$ cat config.mk
export PLATFORM = sky130hd
export DESIGN_NAME = ljat_front
export DESIGN_NICKNAME = d
export VERILOG_FILES = /design/src/design/ljat_pkg.sv /design/src/design/ljat_front.sv
export SDC_FILE = /design/constraint.sdc
export NUM_CORES = 2
export LEC_CHECK = 0
export CORE_ASPECT_RATIO = 1.4
export CORE_UTILIZATION = 48
export CTS_CLUSTER_DIAMETER = 50
export DETAILED_ROUTE_END_ITERATION = 6
export DONT_BUFFER_PORTS = 1
export GPL_ROUTABILITY_DRIVEN = 0
export HOLD_SLACK_MARGIN = 0.02
export PLACE_DENSITY_LB_ADDON = 0.05
export SYNTH_ARGS = -nofsm -noshare
export SYNTH_HDL_FRONTEND = slang
export SYNTH_SLANG_ARGS = --single-unit
export TNS_END_PERCENT = 100
$ cat constraint.sdc
create_clock -name clk -period 11.5 [get_ports clk]
set_input_delay 2.3 -clock clk [delete_from_list [all_inputs] [get_ports clk]]
set_output_delay 2.3 -clock clk [all_outputs]
set_load 0.05 [all_outputs]
$ cat src/design/ljat_pkg.sv
package ljat_pkg;

    // Species count and per-pair table geometry.
    localparam int NUM_SPECIES = 4;
    localparam int TBL_DEPTH   = NUM_SPECIES * NUM_SPECIES;
    localparam int TBL_AW      = (TBL_DEPTH > 1) ? $clog2(TBL_DEPTH) : 1;

    // Request and response field widths.
    localparam int VAL_W    = 32;
    localparam int Q_W      = 48;
    localparam int ENERGY_W = 48;

    // Configuration port.
    localparam int PADDR_W = 3;
    localparam int PDATA_W = 32;

    // Request opcodes.
    localparam logic OP_LOAD = 1'b0;
    localparam logic OP_EVAL = 1'b1;

    // Load targets.
    localparam logic [2:0] PSEL_SIGMA   = 3'd0;
    localparam logic [2:0] PSEL_EPSILON = 3'd1;
    localparam logic [2:0] PSEL_CUTOFF  = 3'd2;
    localparam logic [2:0] PSEL_MIN_RAD = 3'd3;
    localparam logic [2:0] PSEL_ZERO_RAD = 3'd4;

    // Core radius modes.
    localparam logic [1:0] CRM_SIGMA      = 2'd0;
    localparam logic [1:0] CRM_MIN        = 2'd1;
    localparam logic [1:0] CRM_ZERO       = 2'd2;
    localparam logic [1:0] CRM_SIG_TO_MIN = 2'd3;

    // Register index, taken from address bit 2.
    localparam logic REG_CRM = 1'b0;
    localparam logic REG_CCM = 1'b1;

    // Saturation limit of the Q.32 ratios and powers, and of the energy magnitude.
    localparam logic [Q_W-1:0] CAPQ = 48'h8000_0000_0000;

    // Divider and multiplier pipeline shape.
    localparam int DIV_STEP   = 3;
    localparam int DIV_STAGES = Q_W / DIV_STEP;
    localparam int MUL_LAT    = 2;

    // Queue between the front and back halves.
    localparam int FIFO_DEPTH = 4;
    localparam int FIFO_AW    = 2;

    typedef struct packed {
        logic             op;
        logic [1:0]       pair_i;
        logic [1:0]       pair_j;
        logic [2:0]       param_sel;
        logic [VAL_W-1:0] param_value;
        logic [VAL_W-1:0] distance;
    } req_t;

    typedef struct packed {
        logic signed [ENERGY_W-1:0] energy;
        logic                       saturated;
    } rsp_t;

    // Classified work handed from the front to the back.
    typedef struct packed {
        logic             compute;
        logic [VAL_W-1:0] sig;
        logic [VAL_W-1:0] eps;
        logic [VAL_W-1:0] cut;
        logic [VAL_W-1:0] r_eff;
    } job_t;

    // Round half up from Q.64 to Q.32 and saturate at CAPQ.
    function automatic logic [Q_W-1:0] round_q32_sat47(input logic [127:0] p);
        logic [127:0] r;
        logic [95:0]  v;
        r = p + 128'h8000_0000;
        v = r[127:32];
        if (v > {48'd0, CAPQ})
            round_q32_sat47 = CAPQ;
        else
            round_q32_sat47 = v[Q_W-1:0];
    endfunction

    // Round half up from Q.64 to Q.32 and saturate at 64 bits.
    function automatic logic [63:0] round_q32_sat64(input logic [127:0] p);
        logic [127:0] r;
        logic [95:0]  v;
        r = p + 128'h8000_0000;
        v = r[127:32];
        if (v[95:64] != 32'd0)
            round_q32_sat64 = {64{1'b1}};
        else
            round_q32_sat64 = v[63:0];
    endfunction

endpackage

$ cat src/design/ljat_front.sv
module ljat_front (
    input  logic              clk,
    input  ljat_pkg::req_t    req,
    input  logic              req_accept,
    input  logic [1:0]        core_radius_mode,
    input  logic              core_const_mode,
    output ljat_pkg::job_t    job
);

    logic [ljat_pkg::VAL_W-1:0] sigma_table     [ljat_pkg::TBL_DEPTH];
    logic [ljat_pkg::VAL_W-1:0] epsilon_table   [ljat_pkg::TBL_DEPTH];
    logic [ljat_pkg::VAL_W-1:0] cutoff_table    [ljat_pkg::TBL_DEPTH];
    logic [ljat_pkg::VAL_W-1:0] min_radius_table [ljat_pkg::TBL_DEPTH];
    logic [ljat_pkg::VAL_W-1:0] zero_radius_table [ljat_pkg::TBL_DEPTH];

    logic [7:0]                  idx_wide;
    logic [ljat_pkg::TBL_AW-1:0] idx;
    logic                        in_range;
    logic [ljat_pkg::VAL_W-1:0]  sig;
    logic [ljat_pkg::VAL_W-1:0]  eps;
    logic [ljat_pkg::VAL_W-1:0]  cut;
    logic [ljat_pkg::VAL_W-1:0]  rmin;
    logic [ljat_pkg::VAL_W-1:0]  r;
    logic                        zero_core;

    // Table entry of the species pair.
    assign in_range = ({6'd0, req.pair_i} < 8'(ljat_pkg::NUM_SPECIES)) &&
                      ({6'd0, req.pair_j} < 8'(ljat_pkg::NUM_SPECIES));
    assign idx_wide = 8'({6'd0, req.pair_i} * 8'(ljat_pkg::NUM_SPECIES)) + {6'd0, req.pair_j};
    assign idx      = idx_wide[ljat_pkg::TBL_AW-1:0];

    // Load requests write one parameter of one pair.
    always_ff @(posedge clk)
    begin
        if (req_accept && req.op == ljat_pkg::OP_LOAD && in_range)
        begin
            case (req.param_sel)
                ljat_pkg::PSEL_SIGMA:    sigma_table[idx]       <= req.param_value;
                ljat_pkg::PSEL_EPSILON:  epsilon_table[idx]     <= req.param_value;
                ljat_pkg::PSEL_CUTOFF:   cutoff_table[idx]      <= req.param_value;
                ljat_pkg::PSEL_MIN_RAD:  min_radius_table[idx]  <= req.param_value;
                ljat_pkg::PSEL_ZERO_RAD: zero_radius_table[idx] <= req.param_value;
                default: ;
            endcase
        end
    end

    // Core radius selection.
    always_comb
    begin
        sig = sigma_table[idx];
        eps = epsilon_table[idx];
        cut = cutoff_table[idx];
        r   = req.distance;
        case (core_radius_mode)
            ljat_pkg::CRM_SIGMA: rmin = sig;
            ljat_pkg::CRM_ZERO:  rmin = zero_radius_table[idx];
            default:             rmin = min_radius_table[idx];
        endcase
    end

    // Classification: a bad pair, a non-eval op, r beyond the cutoff, r in
    // the core with core_const_mode, or r < sigma in CRM_SIG_TO_MIN: energy 0.
    always_comb
    begin
        zero_core = ((r < rmin) && core_const_mode) ||
                    ((r < sig) && (core_radius_mode == ljat_pkg::CRM_SIG_TO_MIN));
        job.compute = (req.op == ljat_pkg::OP_EVAL) && in_range && !zero_core && (r <= cut);
        job.sig     = sig;
        job.eps     = eps;
        job.cut     = cut;
        job.r_eff   = (r < rmin) ? rmin : r;
    end

endmodule

=== Yosys cells after proc, flatten, opt, wreduce, memory -nomap -nowiden ===
Memory sizes are Yosys's and may differ from the RTL's.
Index checks and enable logic that the tools add are counted.

* $add $sub $neg: 1
* Reductions and logical operators: 9
* Muxes and demuxes: 17
* Order comparisons: 3
* Bitwise gates (word level): 1
* Eq/ne operators: 6

{| class="wikitable"
|+ Operator list
! cell !! number
|-
| $lt A32 B32 Y1 || 2
|-
| $pmux W32 S2 || 1
|-
| $le A32 B32 Y1 || 1
|-
| $mux W32 || 1
|-
| $mux W1 || 15
|-
| $eq A3 B2 Y1 const B || 2
|-
| $logic_and A1 B1 Y1 || 5
|-
| $add A4 B2 Y4 || 1
|-
| $eq A2 B2 Y1 const B || 2
|-
| $eq A3 B1 Y1 const B || 1
|-
| $eq A3 B3 Y1 const B || 1
|-
| $logic_not A3 Y1 || 1
|-
| $logic_not A2 Y1 || 1
|-
| $logic_not A1 Y1 || 1
|-
| $logic_or A1 B1 Y1 || 1
|-
| $not A1 Y1 || 1
|}

* Input bits: 77
* Register bits: 0
* Memories: 5
* RAM bits: 2560

{| class="wikitable"
|+ Memories
! memory !! depth !! bits a word !! read ports !! clocked after memory_dff !! wr ports !! RTL line !! source
|-
| cutoff_table || 16 || 32 || 1 || 0 || 1 || ljat_front.sv:12 || <nowiki>logic [ljat_pkg::VAL_W-1:0] cutoff_table [ljat_pkg::TBL_DEPTH];</nowiki>
|-
| epsilon_table || 16 || 32 || 1 || 0 || 1 || ljat_front.sv:11 || <nowiki>logic [ljat_pkg::VAL_W-1:0] epsilon_table [ljat_pkg::TBL_DEPTH];</nowiki>
|-
| min_radius_table || 16 || 32 || 1 || 0 || 1 || ljat_front.sv:13 || <nowiki>logic [ljat_pkg::VAL_W-1:0] min_radius_table [ljat_pkg::TBL_DEPTH];</nowiki>
|-
| sigma_table || 16 || 32 || 1 || 0 || 1 || ljat_front.sv:10 || <nowiki>logic [ljat_pkg::VAL_W-1:0] sigma_table [ljat_pkg::TBL_DEPTH];</nowiki>
|-
| zero_radius_table || 16 || 32 || 1 || 0 || 1 || ljat_front.sv:14 || <nowiki>logic [ljat_pkg::VAL_W-1:0] zero_radius_table [ljat_pkg::TBL_DEPTH];</nowiki>
|}

=== Longest topological paths before layout ===
An unclocked memory read counts as a cell.

* Depth after elaboration: 9
* Mapped depth: 19
* Mapped depth without buffers: 13

=== Worst setup path after synthesis ===
OpenSTA, ideal clock, no wires.

* Path type: input-to-output
* Start point: in req[68] (netlist name)
* End point: out job[22] (netlist name)
* Buffers on the path: 5
* Slack: 1861 ps
* Cell stages on the path: 15
* Arrival time: 7339 ps
* Data required time: 9200 ps
* Cell sequence: buf_4 -> buf_4 -> buf_4 -> clkbuf_1 -> mux4_2 -> mux4_2 -> a211oi_2 -> ha_1 -> nand4_1 -> nor2_1 -> or4_1 -> nor4_2 -> nor3_1 -> clkbuf_1 -> o32ai_1

{| class="wikitable"
|+ RTL lines
! what !! RTL line !! source
|-
| start, declared || ljat_front.sv:3 || <nowiki>input ljat_pkg::req_t req,</nowiki>
|-
| end, declared || ljat_front.sv:7 || <nowiki>output ljat_pkg::job_t job</nowiki>
|}

==> flow_summary.ini <==
[status]
status = complete, but fails checks
violations = slew limit

[timing]
fin_crit_ns = 11.10
maxSlewHeadroom = -0.231
fmax_mhz = 90.1
rsz0062_at_grt = false
fin_crit_sh = 0.966
holdWs_ns = 1.53
worst_slack_ns = 0.397
worst_slew_pin_slew_ns = 1.85
setup_viol = 0
slew_violations = 171
fin_setup_tns_ns = 0
hold_violations = 0

[routing]
routed_wl_um = 281000
wl_per_cell_um = 38.6
drc = 0
drtIter0Drc = 5537
ant_nets = 0
vias = 46900
via_per_inst = 6.46
first_pass_iters = 6

[layout]
drive_gt1_frac = 0.305
stdcell_area_mm2 = 0.112
finalNetCount = 4537
final_core_util = 0.543
layout_commonest_cell = edfxtp_1
mostFrequentLayoutCells = edfxtp_1, mux4_2, clkbuf_16
final-instance-count-excl-fill = 7261
syn_to_final_growth_pct = 12.2

[worst_setup_path]
path_common_cell = buf_16
crit_chain = buf_16 -> buf_16 -> buf_16 -> mux4_2 -> a22o_1 -> a221oi_1 -> o22ai_1 -> a21oi_2 -> ha_1 -> o21ai_0 -> o21ai_0 -> o211ai_1 -> o31ai_1 -> a221oi_2 -> nor4_4 -> buf_4 -> o32ai_2
required_ns = 9.20
setup.worst_path.start = req[67]
worstSetupPathType = primary input to output pin
end_kind = output pin
critical-path-max-stage-delay_ns = 0.88
start_kind = primary input
slowest_stage = o32ai_2
cp_max_fo = 85
cp.arrival_ns = 8.80

[floorplanning]
fp.dieW_um = 387
core_region_area_mm2 = 0.206
die_height_um = 541
die_area_mm2 = 0.210
initial_core_util = 0.484
ioPinCount = 206
num_rows = 197

[placement]
placed_area_mm2 = 0.104
port_buffers = 0
dp_slack_ns = 1.82
dp_hpwl_um = 140000
dpl.cell_count = 6793

[synth]
synthArstFlopShare = 0
ys_types = 56
syn_inst = 4220
synth_adder_area_share = 0.0118
synth_mux_area_frac = 0.167
synth_top_family_by_area = multiplexers
synth-main-ff-cell = edfxtp_1
yosysSeqAreaShare = 0.771
ys_seq_elements = 2560
synth-compound-area-share = 0.0257
synth_xor_area_frac = 0
synth_edf_count = 2560
netlist_area_mm2 = 0.0997
syn_nets = 4391
yosys_warnings = 0
syn_avg_cell_area_um2 = 23.6
synthSimpleGateAreaFrac = 0.0104

[global_routing]
grt_pass1_wl_um = 385000
gr-total-overflow = 0
grt_max_degree = 648
grt.total_usage = 0.266
grt_pass1_vias = 48100
antenna_found_initial = 28

[hold_path]
holdCritStartpoint = req[42]
hold_class = primary input to flip-flop

[clock_network]
cts_htree_levels = 4
clk_path_buf_depth = 4
cts.sinks = 2560
clk_pin_slew_ns = 0.06
cts_root_buf = clkbuf_16
numCtsBuffers = 245
tritoncts = yes

[job]
drv_cap = 0

[pwr]
p_leak_nw = 34.4
powerDensity_mw_per_mm2 = 174
peakVddDrop_uv = 122
total_power_mw = 19.5
-- worst paths after layout --
| path | cells past startpoint | end | slack, ns |
|---|---|---|---|
| max | 17 | job[28] | 0.40 |
| min | 0 | cutoff_table[15][10] | 1.53 |
-- synth_stat cells, types with 4 or more instances --
library cell	count	area, µm²
o21ai_0	12	60.1
nor2_1	99	372
buf_6	20	225
mux2i_1	7	70.1
o21a_1	6	45.0
a21boi_1	5	37.5
inv_1	38	143
nand2_1	27	101
clkbuf_1	112	420
a21o_1	10	75.1
buf_1	13	48.8
a22o_1	47	412
a21oi_2	12	105
a221oi_1	26	228
nor3_1	12	60.1
a211oi_1	5	37.5
a221oi_2	24	360
mux4_2	735	16600
a21oi_1	36	180
buf_2	59	295
nor2b_1	7	43.8
and4_1	4	35.0
nand4_1	13	81.3
nand3_1	44	220
a2111oi_0	4	35.0
o211ai_1	4	30.0
buf_4	22	165
inv_2	31	116
o22ai_1	24	150
a211oi_2	8	100
ha_1	94	1180
a21boi_0	4	30.0
edfxtp_1	2560	76900
a22oi_1	32	240
o32ai_1	31	272
-- cells by family (layout without fill, tap and decap cells) --
group | after synthesis | after routing
muxes | 742 | 742
and+or+nand+nor | 221 | 221
DFF | 2560 | 2560
other | 0 | 7
AOI/OAI and AO/OA | 308 | 308
buffers and inverters | 295 | 643
adders and majority gates | 94 | 94
-- report_power, final --
| group | switching (mW) | leakage (nW) | internal [mW] |
|---|---|---|---|
| registers | 0.00406 | 23.0 | 10.3 |
| clock network | 3.43 | 3.81 | 4.53 |
| logic | 0.809 | 7.63 | 0.429 |
-- flip-flops by register name, indices dropped and copies added, names as in the netlist --
register,count
sigma_table,512
cutoff_table,512
min_radius_table,512
zero_radius_table,512
epsilon_table,512
-- per-layer routing --
| layer | wire length, µm | global-route usage | vias up |
|---|---|---|---|
| li1 | - | - | 18600 |
| met4 | 7530 | 0.0697 | 4 |
| met2 | 140000 | 0.443 | 1791 |
| met1 | 112000 | 0.363 | 26100 |
| met3 | 21000 | 0.0489 | 383 |
| met5 | 21 | 0 | - |
-- critical path, delay by kind of cell --
kind	cells	cell delay, ns
AO/OA/AOI/OAI	10	3.60
adder cells (fa/ha/maj)	1	0.29
buffers and inverters	4	1.73
multiplexers	1	0.58
AND/OR/NAND/NOR	1	0.08
-- timing repair --
| item | CTS | global route |
|---|---|---|
| hold buffers | 0 | 0 |
| resized for setup | 0 | 1 |
| endpoints found under the setup margin | 0 | 33 |
| buffers inserted | 0 | 0 |
-- layout make-up --
| cell class | count | area [µm²] |
|---|---|---|
| Tap cell | 2686 | 3360 |
| Sequential cell | 2560 | 76900 |
| Multi-Input combinational cell | 1365 | 22300 |
| Clock inverter | 142 | 1340 |
| Clock buffer | 307 | 6470 |
| Timing Repair Buffer | 125 | 1210 |
| Antenna cell | 7 | 17.5 |
| Inverter | 69 | 259 |
| Fill cell | 15600 | 94300 |
(Power assumes the default switching activity.)
