==> config.mk <==
export PLATFORM = sky130hd
export DESIGN_NAME = ljat_fifo
export DESIGN_NICKNAME = d
export VERILOG_FILES = /design/src/design/ljat_pkg.sv /design/src/design/ljat_fifo.sv
export SDC_FILE = /design/constraint.sdc
export NUM_CORES = 1
export LEC_CHECK = 0
export BUFFER_PORTS_ARGS = -buffer_cell sky130_fd_sc_hd__buf_4
export CAP_MARGIN = 25
export CORE_MARGIN = 2
export CORE_UTILIZATION = 45
export CTS_BUF_LIST = sky130_fd_sc_hd__clkbuf_4
export DETAILED_ROUTE_END_ITERATION = 8
export MAX_ROUTING_LAYER = met4
export PLACE_DENSITY = 0.65
export SYNTH_ARGS = -nofsm -noshare
export SYNTH_HDL_FRONTEND = slang
export SYNTH_SLANG_ARGS = --single-unit
export TNS_END_PERCENT = 1
==> constraint.sdc <==
create_clock -name clk -period 5.2 [get_ports clk]
set_clock_uncertainty 0.15 [all_clocks]
set_input_delay 0.26 -clock clk [delete_from_list [all_inputs] [get_ports clk]]
set_output_delay 0.26 -clock clk [all_outputs]
set_load 0.02 [all_outputs]
==> src/design/ljat_pkg.sv <==
package ljat_pkg;

    // Species count and per-pair table geometry.
    localparam int NUM_SPECIES = 4;
    localparam int TBL_DEPTH   = NUM_SPECIES * NUM_SPECIES;
    localparam int TBL_AW      = (TBL_DEPTH > 1) ? $clog2(TBL_DEPTH) : 1;

    // Request and response field widths.
    localparam int VAL_W    = 32;
    localparam int Q_W      = 48;
    localparam int ENERGY_W = 48;

    // Configuration port.
    localparam int PADDR_W = 3;
    localparam int PDATA_W = 32;

    // Request opcodes.
    localparam logic OP_LOAD = 1'b0;
    localparam logic OP_EVAL = 1'b1;

    // Load targets.
    localparam logic [2:0] PSEL_SIGMA   = 3'd0;
    localparam logic [2:0] PSEL_EPSILON = 3'd1;
    localparam logic [2:0] PSEL_CUTOFF  = 3'd2;
    localparam logic [2:0] PSEL_MIN_RAD = 3'd3;
    localparam logic [2:0] PSEL_ZERO_RAD = 3'd4;

    // Core radius modes.
    localparam logic [1:0] CRM_SIGMA      = 2'd0;
    localparam logic [1:0] CRM_MIN        = 2'd1;
    localparam logic [1:0] CRM_ZERO       = 2'd2;
    localparam logic [1:0] CRM_SIG_TO_MIN = 2'd3;

    // Register index, taken from address bit 2.
    localparam logic REG_CRM = 1'b0;
    localparam logic REG_CCM = 1'b1;

    // Saturation limit of the Q.32 ratios and powers, and of the energy magnitude.
    localparam logic [Q_W-1:0] CAPQ = 48'h8000_0000_0000;

    // Divider and multiplier pipeline shape.
    localparam int DIV_STEP   = 3;
    localparam int DIV_STAGES = Q_W / DIV_STEP;
    localparam int MUL_LAT    = 2;

    // Queue between the front and back halves.
    localparam int FIFO_DEPTH = 4;
    localparam int FIFO_AW    = 2;

    typedef struct packed {
        logic             op;
        logic [1:0]       pair_i;
        logic [1:0]       pair_j;
        logic [2:0]       param_sel;
        logic [VAL_W-1:0] param_value;
        logic [VAL_W-1:0] distance;
    } req_t;

    typedef struct packed {
        logic signed [ENERGY_W-1:0] energy;
        logic                       saturated;
    } rsp_t;

    // Classified work handed from the front to the back.
    typedef struct packed {
        logic             compute;
        logic [VAL_W-1:0] sig;
        logic [VAL_W-1:0] eps;
        logic [VAL_W-1:0] cut;
        logic [VAL_W-1:0] r_eff;
    } job_t;

    // Round half up from Q.64 to Q.32 and saturate at CAPQ.
    function automatic logic [Q_W-1:0] round_q32_sat47(input logic [127:0] p);
        logic [127:0] r;
        logic [95:0]  v;
        r = p + 128'h8000_0000;
        v = r[127:32];
        if (v > {48'd0, CAPQ})
            round_q32_sat47 = CAPQ;
        else
            round_q32_sat47 = v[Q_W-1:0];
    endfunction

    // Round half up from Q.64 to Q.32 and saturate at 64 bits.
    function automatic logic [63:0] round_q32_sat64(input logic [127:0] p);
        logic [127:0] r;
        logic [95:0]  v;
        r = p + 128'h8000_0000;
        v = r[127:32];
        if (v[95:64] != 32'd0)
            round_q32_sat64 = {64{1'b1}};
        else
            round_q32_sat64 = v[63:0];
    endfunction

endpackage

==> src/design/ljat_fifo.sv <==
module ljat_fifo (
    input  logic           clk,
    input  logic           rst_n,
    input  logic           push,
    input  ljat_pkg::job_t din,
    output logic           full,
    input  logic           pop,
    output ljat_pkg::job_t dout,
    output logic           not_empty
);

    ljat_pkg::job_t               mem_reg [ljat_pkg::FIFO_DEPTH];
    logic [ljat_pkg::FIFO_AW-1:0] wr_ptr_reg;
    logic [ljat_pkg::FIFO_AW-1:0] rd_ptr_reg;
    logic [ljat_pkg::FIFO_AW:0]   count_reg;
    logic [ljat_pkg::FIFO_AW:0]   count_next;

    assign full      = (count_reg == (ljat_pkg::FIFO_AW + 1)'(ljat_pkg::FIFO_DEPTH));
    assign not_empty = (count_reg != '0);
    assign dout      = mem_reg[rd_ptr_reg];

    always_comb
    begin
        count_next = count_reg;
        if (push && !pop)
            count_next = count_reg + 1'b1;
        else if (pop && !push)
            count_next = count_reg - 1'b1;
    end

    // Pointers and fill count.
    always_ff @(posedge clk or negedge rst_n)
    begin
        if (!rst_n)
        begin
            wr_ptr_reg <= '0;
            rd_ptr_reg <= '0;
            count_reg  <= '0;
        end
        else
        begin
            if (push)
                wr_ptr_reg <= wr_ptr_reg + 1'b1;
            if (pop)
                rd_ptr_reg <= rd_ptr_reg + 1'b1;
            count_reg <= count_next;
        end
    end

    // Storage.
    always_ff @(posedge clk)
    begin
        if (push)
            mem_reg[wr_ptr_reg] <= din;
    end

endmodule

* Yosys cells after proc, flatten, opt, wreduce, memory -nomap -nowiden
Memories as Yosys holds them, arrays and structs flattened. Cells that the tools add are included.
Operators by class: $add $sub $neg 4, equality and inequality tests 1, mux-type cells 4, reductions and logical operators 6
Operators by type and width (number):
- 3-bit 2-to-1 mux | 2
- 2-bit by 1-bit adder with 2-bit output, second input constant | 2
- 3-bit by 1-bit adder with 3-bit output, second input constant | 1
- 3-bit == test, second input constant | 1
- 3-bit nonzero test | 1
- 3-bit by 1-bit subtractor with 3-bit output, second input constant | 1
- 1-bit logical AND | 2
- 1-bit zero test | 2
- 1-bit 2-to-1 mux | 2
- 2-bit nonzero test | 1
Storage, ports and cells: register bits after elaboration 7, memory bits (writable) 516, bits of input ports 133, output and inout port bits 131, word-level logic and storage cells 19, memories 1
Memory list:
- mem_reg | depth 4, width 129, rd ports 1, clocked after memory_dff 0, write ports 1, RTL line ljat_fifo.sv:12 | ljat_pkg::job_t mem_reg [ljat_pkg::FIFO_DEPTH];

* Logic depth before layout (Yosys ltp)
Gate-level depths: netlist (run 1).
depth after elaboration 4, mapped depth 7, mapped depth without buffers 7

* Least setup slack after synthesis (run 1)
Ideal clock, no wire load.
path kind reg2reg, start point register wr_ptr_reg[0] (netlist name), end point memory mem_reg[2][0] (netlist name), enable pin, arrival time 3.575 ns, data required time 4.547 ns, path slack 0.971 ns, stages on the path, launching flop included 4, buffers on the path 0, clock period less this slack 4.229 ns, cells stage by stage dfrtp_1 -> inv_1 -> ha_1 -> and2_1
RTL lines:
- start: declaration | RTL line ljat_fifo.sv:13 | logic [ljat_pkg::FIFO_AW-1:0] wr_ptr_reg;
- start signal: assignment | RTL line ljat_fifo.sv:43 | wr_ptr_reg <= wr_ptr_reg + 1'b1;
- end: declaration | RTL line ljat_fifo.sv:12
Straight into the memory's write port.

==> impl_metrics.sql, run 1 <==
INSERT INTO impl_metrics (metric_group, metric, value, unit) VALUES
('die', 'placementRows', '75', ''),
('die', 'initial_utilization', '45.4', '%'),
('cells_and_area', 'layout_common_cells', '516 x sky130_fd_sc_hd__edfxtp_1, 265 x sky130_fd_sc_hd__buf_4, 237 x sky130_fd_sc_hd__dlygate4sd3_1', ''),
('grt', 'grt_first_pass_wirelength', '60.1', 'mm'),
('critical_path', 'timing.rr.start', 'wr_ptr_reg[0]', ''),
('detailed_routing', 'drt.antenna.violating_nets', '0', ''),
('yosys', 'syn_nets', '847', ''),
('die', 'chipWidth', '210', 'um'),
('grt', 'first_global_vias', '11000', ''),
('timing', 'slew_headroom', '37.0', '%'),
('cells_and_area', 'finalNetCount', '1468', ''),
('critical_path', 'startpoint_type', 'flip-flop', ''),
('timing', 'grt_setup_unrepaired', 'false', ''),
('timing', 'finalSetupTns', '0', 'ps'),
('yosys', 'synth_largest_area_cell', 'sky130_fd_sc_hd__edfxtp_1', ''),
('yosys', 'ys_seq_area_share', '82.4', '%'),
('timing', 'max_clock_freq', '281', 'MHz'),
('yosys', 'synth_top_area_share', '81.5', '%'),
('critical_path', 'reg2regPathDepth', '4', ''),
('detailed_routing', 'drt_pre_antenna_iters', '6', ''),
('power_and_ir_drop', 'leakage_power', '9.15', 'nW'),
('yosys', 'synth.avg_cell_area', '26.8', 'um2'),
('critical_path', 'cp_endpoint_kind', 'output pin', ''),
('die', 'die_h', '210', 'um'),
('yosys', 'synth-simple-area-share', '0.263', '%'),
('cells_and_area', 'final_common_cell', 'sky130_fd_sc_hd__edfxtp_1', ''),
('clock_tree', 'clk_transition_reported_paths', '70', 'ps'),
('critical_path', 'r2r-end', 'mem_reg[2][70]', ''),
('cells_and_area', 'seqCellArea', '15700', 'um2'),
('detailed_routing', 'drt-wirelength-per-cell', '20.1', 'um'),
('yosys', 'post_synth_main_area_contributors', 'sky130_fd_sc_hd__edfxtp_1 82%, sky130_fd_sc_hd__mux4_2 15%, sky130_fd_sc_hd__dfrtp_1 0.92%', ''),
('yosys', 'yosys.area_share.adder', '0.434', '%'),
('clock_tree', 'cts_num_sinks', '523', ''),
('min_path', 'holdPathEnd', 'mem_reg[3][75]', ''),
('placed_design', 'gp_routability_congestion', '0.753', ''),
('clock_tree', 'clock_tree.buffer_depth', '3', ''),
('placed_design', 'portBuffers', '263', ''),
('cells_and_area', 'area_of_the_multi_input_gates', '3120', 'um2'),
('yosys', 'yosysUniqueCellTypes', '20', ''),
('detailed_routing', 'wirelength', '39.3', 'mm'),
('cells_and_area', 'final.fill_count', '2965', ''),
('clock_tree', 'insertion_delay', '780', 'ps'),
('detailed_routing', 'drtIter0Drc', '602', ''),
('detailed_routing', 'count_of_vias_placed_by_the_detailed_router', '9862', ''),
('timing', 'number_of_max_slew_violations_in_the_final_report', '0', ''),
('clock_tree', 'tritoncts.num_buffers', '137', ''),
('run', 'timing.max_cap.violations', '0', ''),
('clock_tree', 'clock_tree.root_cell', 'sky130_fd_sc_hd__clkbuf_4', ''),
('yosys', 'yosysWarningCount', '0', ''),
('die', 'io_pins', '264', ''),
('critical_path', 'worst_path_arrival_time', '3140', 'ps'),
('yosys', 'synth-compound-area-share', '0.0263', '%'),
('cells_and_area', 'final_util', '61.6', '%'),
('grt', 'grt_start_max_net_pins', '77', ''),
('min_path', 'worst_min_path_start', 'din[75]', ''),
('timing', 'finalSetupViolCount', '0', ''),
('critical_path', 'worstSetupPathType', 'flip-flop to output pin', ''),
('detailed_routing', 'drt-vias-per-instance', '5.03', ''),
('timing', 'finalHoldViolCount', '0', ''),
('power_and_ir_drop', 'ir_drop', '0.320', 'mV'),
('clock_tree', 'cts_tree', 'built', ''),
('critical_path', 'timing.reg2reg.setup_slack', '2720', 'ps'),
('yosys', 'dominant_combinational_cell_family_by_area_after_synthesis', 'multiplexers', ''),
('yosys', 'syn-cell-area', '19000', 'um2'),
('cells_and_area', 'drive_gt1_share', '43.9', '%'),
('yosys', 'ys_ff_latch', '523', ''),
('outcome', 'status', 'finished, final reports clean', ''),
('die', 'core-area', '41900', 'um2'),
('min_path', 'whs_path_depth', '2', ''),
('grt', 'grt.total_usage', '18.9', '%'),
('clock_tree', 'htree_levels', '4', '');
==> critical path, stage by stage (launching register included) <==
cell and delay [ps]:
sky130_fd_sc_hd__dfrtp_4 1050, sky130_fd_sc_hd__buf_4 550, sky130_fd_sc_hd__mux4_2 580, sky130_fd_sc_hd__buf_4 180
==> logic make-up after synthesis <==
| group | count (synthesis) |
|---|---|
| buffers and inverters | 33 |
| flip-flops | 523 |
| multiplexers | 130 |
| adder cells (fa/ha/maj) | 6 |
| AO/OA/AOI/OAI | 1 |
| XOR/XNOR | 6 |
| AND/OR/NAND/NOR | 9 |
==> synthesized netlist by cell type, drive strengths merged <==
cell and n:
and2 4, buf 28, clkbuf 1, dfrtp 7
edfxtp 516, fa 1, ha 5, inv 4
mux2 1, mux4 129, nand2 2, nor2 1
nor3b 1, o21ai 1, or3 1, xnor2 2
xor2 4
==> metrics by stage <==
step                hold slack, ps  setup WS [ps]  instance area, um2  cells  power (mW)
finish                        89.8           1650               25800   1959        14.0
global route                  13.3           1310               25800   1959        14.7
CTS                          0.486           1400               25700   1955        14.2
detailed placement           -65.5           2320               21600   1491        10.5
global placement             -68.2           2320               21600   1490        10.5
floorplan                     -186            971               19000    708        8.76
==> power by group <==
group | total [mW] | switching [mW] | leakage, nW | internal, mW
Combinational | 4.67 | 2.50 | 3.29 | 2.17
Sequential | 5.81 | 0.300 | 4.82 | 5.51
Clock | 3.54 | 1.54 | 1.05 | 2.00
==> metal layers <==
layer	global-route usage [%]	vias to the layer above	wire (um)
li1	-	4409	-
met1	21.6	5041	15400
met2	32.1	327	20800
met3	4.20	85	1940
met4	8.85	0	1150
met5	-	-	0
==> cell type report <==
| type | count | area share (%) |
|---|---|---|
| Sequential cell | 523 | 60.8 |
| Timing Repair Buffer | 511 | 17.7 |
| Multi-Input combinational cell | 152 | 12.1 |
| Clock buffer | 201 | 5.85 |
| Tap cell | 539 | 2.61 |
| Clock inverter | 27 | 0.912 |
| Inverter | 4 | 0.0582 |
| Antenna cell | 2 | 0.0194 |
==> timing repair <==
action | in CTS | in global routing
endpoints found under the setup margin | 0 | 0
gates resized for setup | 0 | 0
hold buffers | 236 | 1
hold endpoints to repair | 569 | 4
==> worst max path at each step <==
stage                     slack, ps          start  depth (start not counted)             to
after global routing           1310  rd_ptr_reg[0]                          3       dout[32]
after CTS                      1400  rd_ptr_reg[0]                          3       dout[32]
after detailed placement       2320  rd_ptr_reg[0]                          3       dout[32]
final                          1650  rd_ptr_reg[0]                          3       dout[32]
after global placement         2320  rd_ptr_reg[0]                          3       dout[32]
after floorplan                 970  wr_ptr_reg[0]                          3  mem_reg[2][0]
(Power assumes the default switching activity.)
==> run 2, diff against run 1 <==
- PLACE_DENSITY: 0.65 -> 0.68
- clock period: 5.2 -> 3.1 ns (I/O delays scaled with it)
==> impl_metrics.sql, run 2 (same netlist as run 1, synthesis figures left out) <==
INSERT INTO impl_metrics (metric_group, metric, value, unit) VALUES
('die', 'chipWidth', '210', 'um'),
('critical_path', 'startpoint_type', 'flip-flop', ''),
('power_and_ir_drop', 'clkPwrFrac', '24.8', '%'),
('run', 'timing.max_cap.violations', '0', ''),
('timing', 'slew_headroom', '71.1', '%'),
('detailed_routing', 'drt_drc_violations_left', '0', ''),
('timing', 'postLayoutSetupSlackWorst', '223', 'ps'),
('cells_and_area', 'final_common_cell', 'sky130_fd_sc_hd__edfxtp_1', ''),
('detailed_routing', 'drt-vias-per-instance', '4.98', ''),
('cells_and_area', 'final_util', '62.5', '%'),
('detailed_routing', 'drt_pre_antenna_iters', '5', ''),
('power_and_ir_drop', 'powerDensity', '905', 'nW/um2'),
('placed_design', 'postPlaceCellArea', '21800', 'um2'),
('placed_design', 'gp_routability_congestion', '0.720', ''),
('timing', 'fin_crit', '2880', 'ps'),
('die', 'fp.dieArea', '43900', 'um2'),
('die', 'die_h', '210', 'um'),
('power_and_ir_drop', 'combPwrFrac', '34.6', '%'),
('cells_and_area', 'number_of_flip_flops_under_the_largest_register_name', '516', ''),
('die', 'io_pins', '264', ''),
('detailed_routing', 'drtIter0Drc', '500', ''),
('critical_path', 'worstSetupPathType', 'flip-flop to output pin', ''),
('timing', 'finalHoldViolCount', '0', ''),
('grt', 'grt.total_usage', '19.6', '%'),
('power_and_ir_drop', 'power.net_switching', '7.37', 'mW'),
('grt', 'grt_first_pass_wirelength', '61.6', 'mm'),
('critical_path', 'cp_endpoint_kind', 'output pin', ''),
('timing', 'number_of_max_slew_violations_in_the_final_report', '0', ''),
('cells_and_area', 'drive_gt1_share', '42.8', '%'),
('grt', 'grt_remaining_overflow', '0', ''),
('clock_tree', 'clk_transition_reported_paths', '70', 'ps'),
('critical_path', 'worst-endpoint-required', '2790', 'ps'),
('timing', 'layout_worst_path_cycle_share', '92.8', '%'),
('clock_tree', 'insertion_delay', '900', 'ps'),
('clock_tree', 'tritoncts.num_buffers', '131', ''),
('power_and_ir_drop', 'ir_drop', '0.603', 'mV'),
('placed_design', 'post-dp-hpwl', '20.9', 'mm'),
('min_path', 'hold_class', 'input port to flip-flop', ''),
('timing', 'grt_setup_unrepaired', 'false', ''),
('detailed_routing', 'drt-wirelength-per-cell', '20.2', 'um'),
('placed_design', 'dp_slack', '939', 'ps'),
('grt', 'antenna_violations_before_repair', '4', ''),
('power_and_ir_drop', 'leakage_power', '9.30', 'nW'),
('timing', 'finalSetupViolCount', '0', ''),
('power_and_ir_drop', 'cell_internal_pwr', '16.3', 'mW'),
('grt', 'first_global_vias', '11300', ''),
('power_and_ir_drop', 'seq_power_share', '40.6', '%'),
('die', 'placementRows', '75', ''),
('critical_path', 'crit_path_max_fanout', '25', ''),
('cells_and_area', 'layout_common_cells', '516 x sky130_fd_sc_hd__edfxtp_1, 268 x sky130_fd_sc_hd__buf_4, 265 x sky130_fd_sc_hd__dlygate4sd3_1', ''),
('cells_and_area', 'finalNetCount', '1500', ''),
('cells_and_area', 'final_cell_area', '26200', 'um2'),
('clock_tree', 'htree_levels', '4', ''),
('grt', 'grt_start_max_net_pins', '62', ''),
('die', 'core-area', '41900', 'um2'),
('timing', 'tightestPinTransition', '434', 'ps'),
('die', 'initial_utilization', '45.4', '%'),
('clock_tree', 'cts_tree', 'built', ''),
('detailed_routing', 'count_of_vias_placed_by_the_detailed_router', '9916', ''),
('critical_path', 'worst_path_arrival_time', '2570', 'ps'),
('detailed_routing', 'drt.antenna.violating_nets', '0', ''),
('detailed_routing', 'wirelength', '40.3', 'mm'),
('clock_tree', 'cts_num_sinks', '523', ''),
('timing', 'max_clock_freq', '348', 'MHz'),
('cells_and_area', 'synthesis_to_finish_area_growth', '37.7', '%'),
('clock_tree', 'clock_tree.buffer_depth', '3', ''),
('clock_tree', 'clock_tree.root_cell', 'sky130_fd_sc_hd__clkbuf_4', ''),
('outcome', 'status', 'finished, final reports clean', ''),
('power_and_ir_drop', 'sw_frac_of_total', '31.1', '%'),
('placed_design', 'portBuffers', '263', '');
==> run 2: changes by cell type in the layout (fill, tap and decap cells not counted), moves of 2 or more <==
cell,change
sky130_fd_sc_hd__dlygate4sd3_1,+28
sky130_fd_sc_hd__buf_4,+3
sky130_fd_sc_hd__buf_12,+6
sky130_fd_sc_hd__clkinv_1,+4
sky130_fd_sc_hd__clkbuf_4,-14
sky130_fd_sc_hd__diode_2,+2
==> run 2: layer usage <==
layer / global-route usage, % / vias to the layer above / wire length, um
met1: 21.9 / 5096 / 15700
li1: - / 4473 / -
met3: 7.54 / 42 / 2830
met4: 7.17 / 0 / 495
met5: - / - / 0
met2: 32.1 / 305 / 21200
==> run 2: stage by stage <==
step           power (mW)  hold slack [ps]  TNS, ps  cells
4_1_cts              24.1             63.3        0   1986
5_1_grt              24.9              144        0   1990
6_report             23.7              241        0   1990
3_3_place_gp         17.6             -173        0   1498
3_5_place_dp         17.7             -173        0   1498
2_1_floorplan        14.7             -291  -423870    708
==> run 2: worst paths after layout <==
path,start,end,slack (ps),cells after the start
hold reg to reg,count_reg[2],count_reg[2],370,1
max in group asynchronous,rst_n,rd_ptr_reg[1],1770,4
min in group asynchronous,rst_n,wr_ptr_reg[0],710,4
setup reg to reg,wr_ptr_reg[0],mem_reg[0][38],1100,4
hold / removal,push,mem_reg[1][101],240,3
setup / recovery,rd_ptr_reg[0],dout[121],220,3
==> run 2: worst max-delay path, stage by stage, from the launching register on <==
cell and delay (ps):
sky130_fd_sc_hd__dfrtp_4 530, sky130_fd_sc_hd__bufbuf_16 410, sky130_fd_sc_hd__mux4_2 550, sky130_fd_sc_hd__buf_4 180
==> run 2: power groups by stage <==
stage | sequential, mW | combinational (mW) | clock (mW)
after detailed placement | 9.80 | 7.91 | 0
after global placement | 9.72 | 7.90 | 0
final | 9.62 | 8.19 | 5.88
after global routing | 9.73 | 8.70 | 6.46
after CTS | 9.63 | 8.34 | 6.09
after floorplan | 9.72 | 4.96 | 0
==> run 2: final cells by class <==
cell class	count	area (um2)
Antenna cell	4	10.0
Clock buffer	187	1400
Clock inverter	32	283
Fill cell	2881	15700
Inverter	4	15.0
Multi-Input combinational cell	152	3120
Sequential cell	523	15700
Tap cell	539	674
Timing Repair Buffer	549	5000
==> run 2: timing repair <==
item,CTS,global route
gates resized for setup,2,0
setup endpoints to repair,77,0
setup buffers,3,0
hold buffers,265,0
endpoints found under the hold margin,1046,0
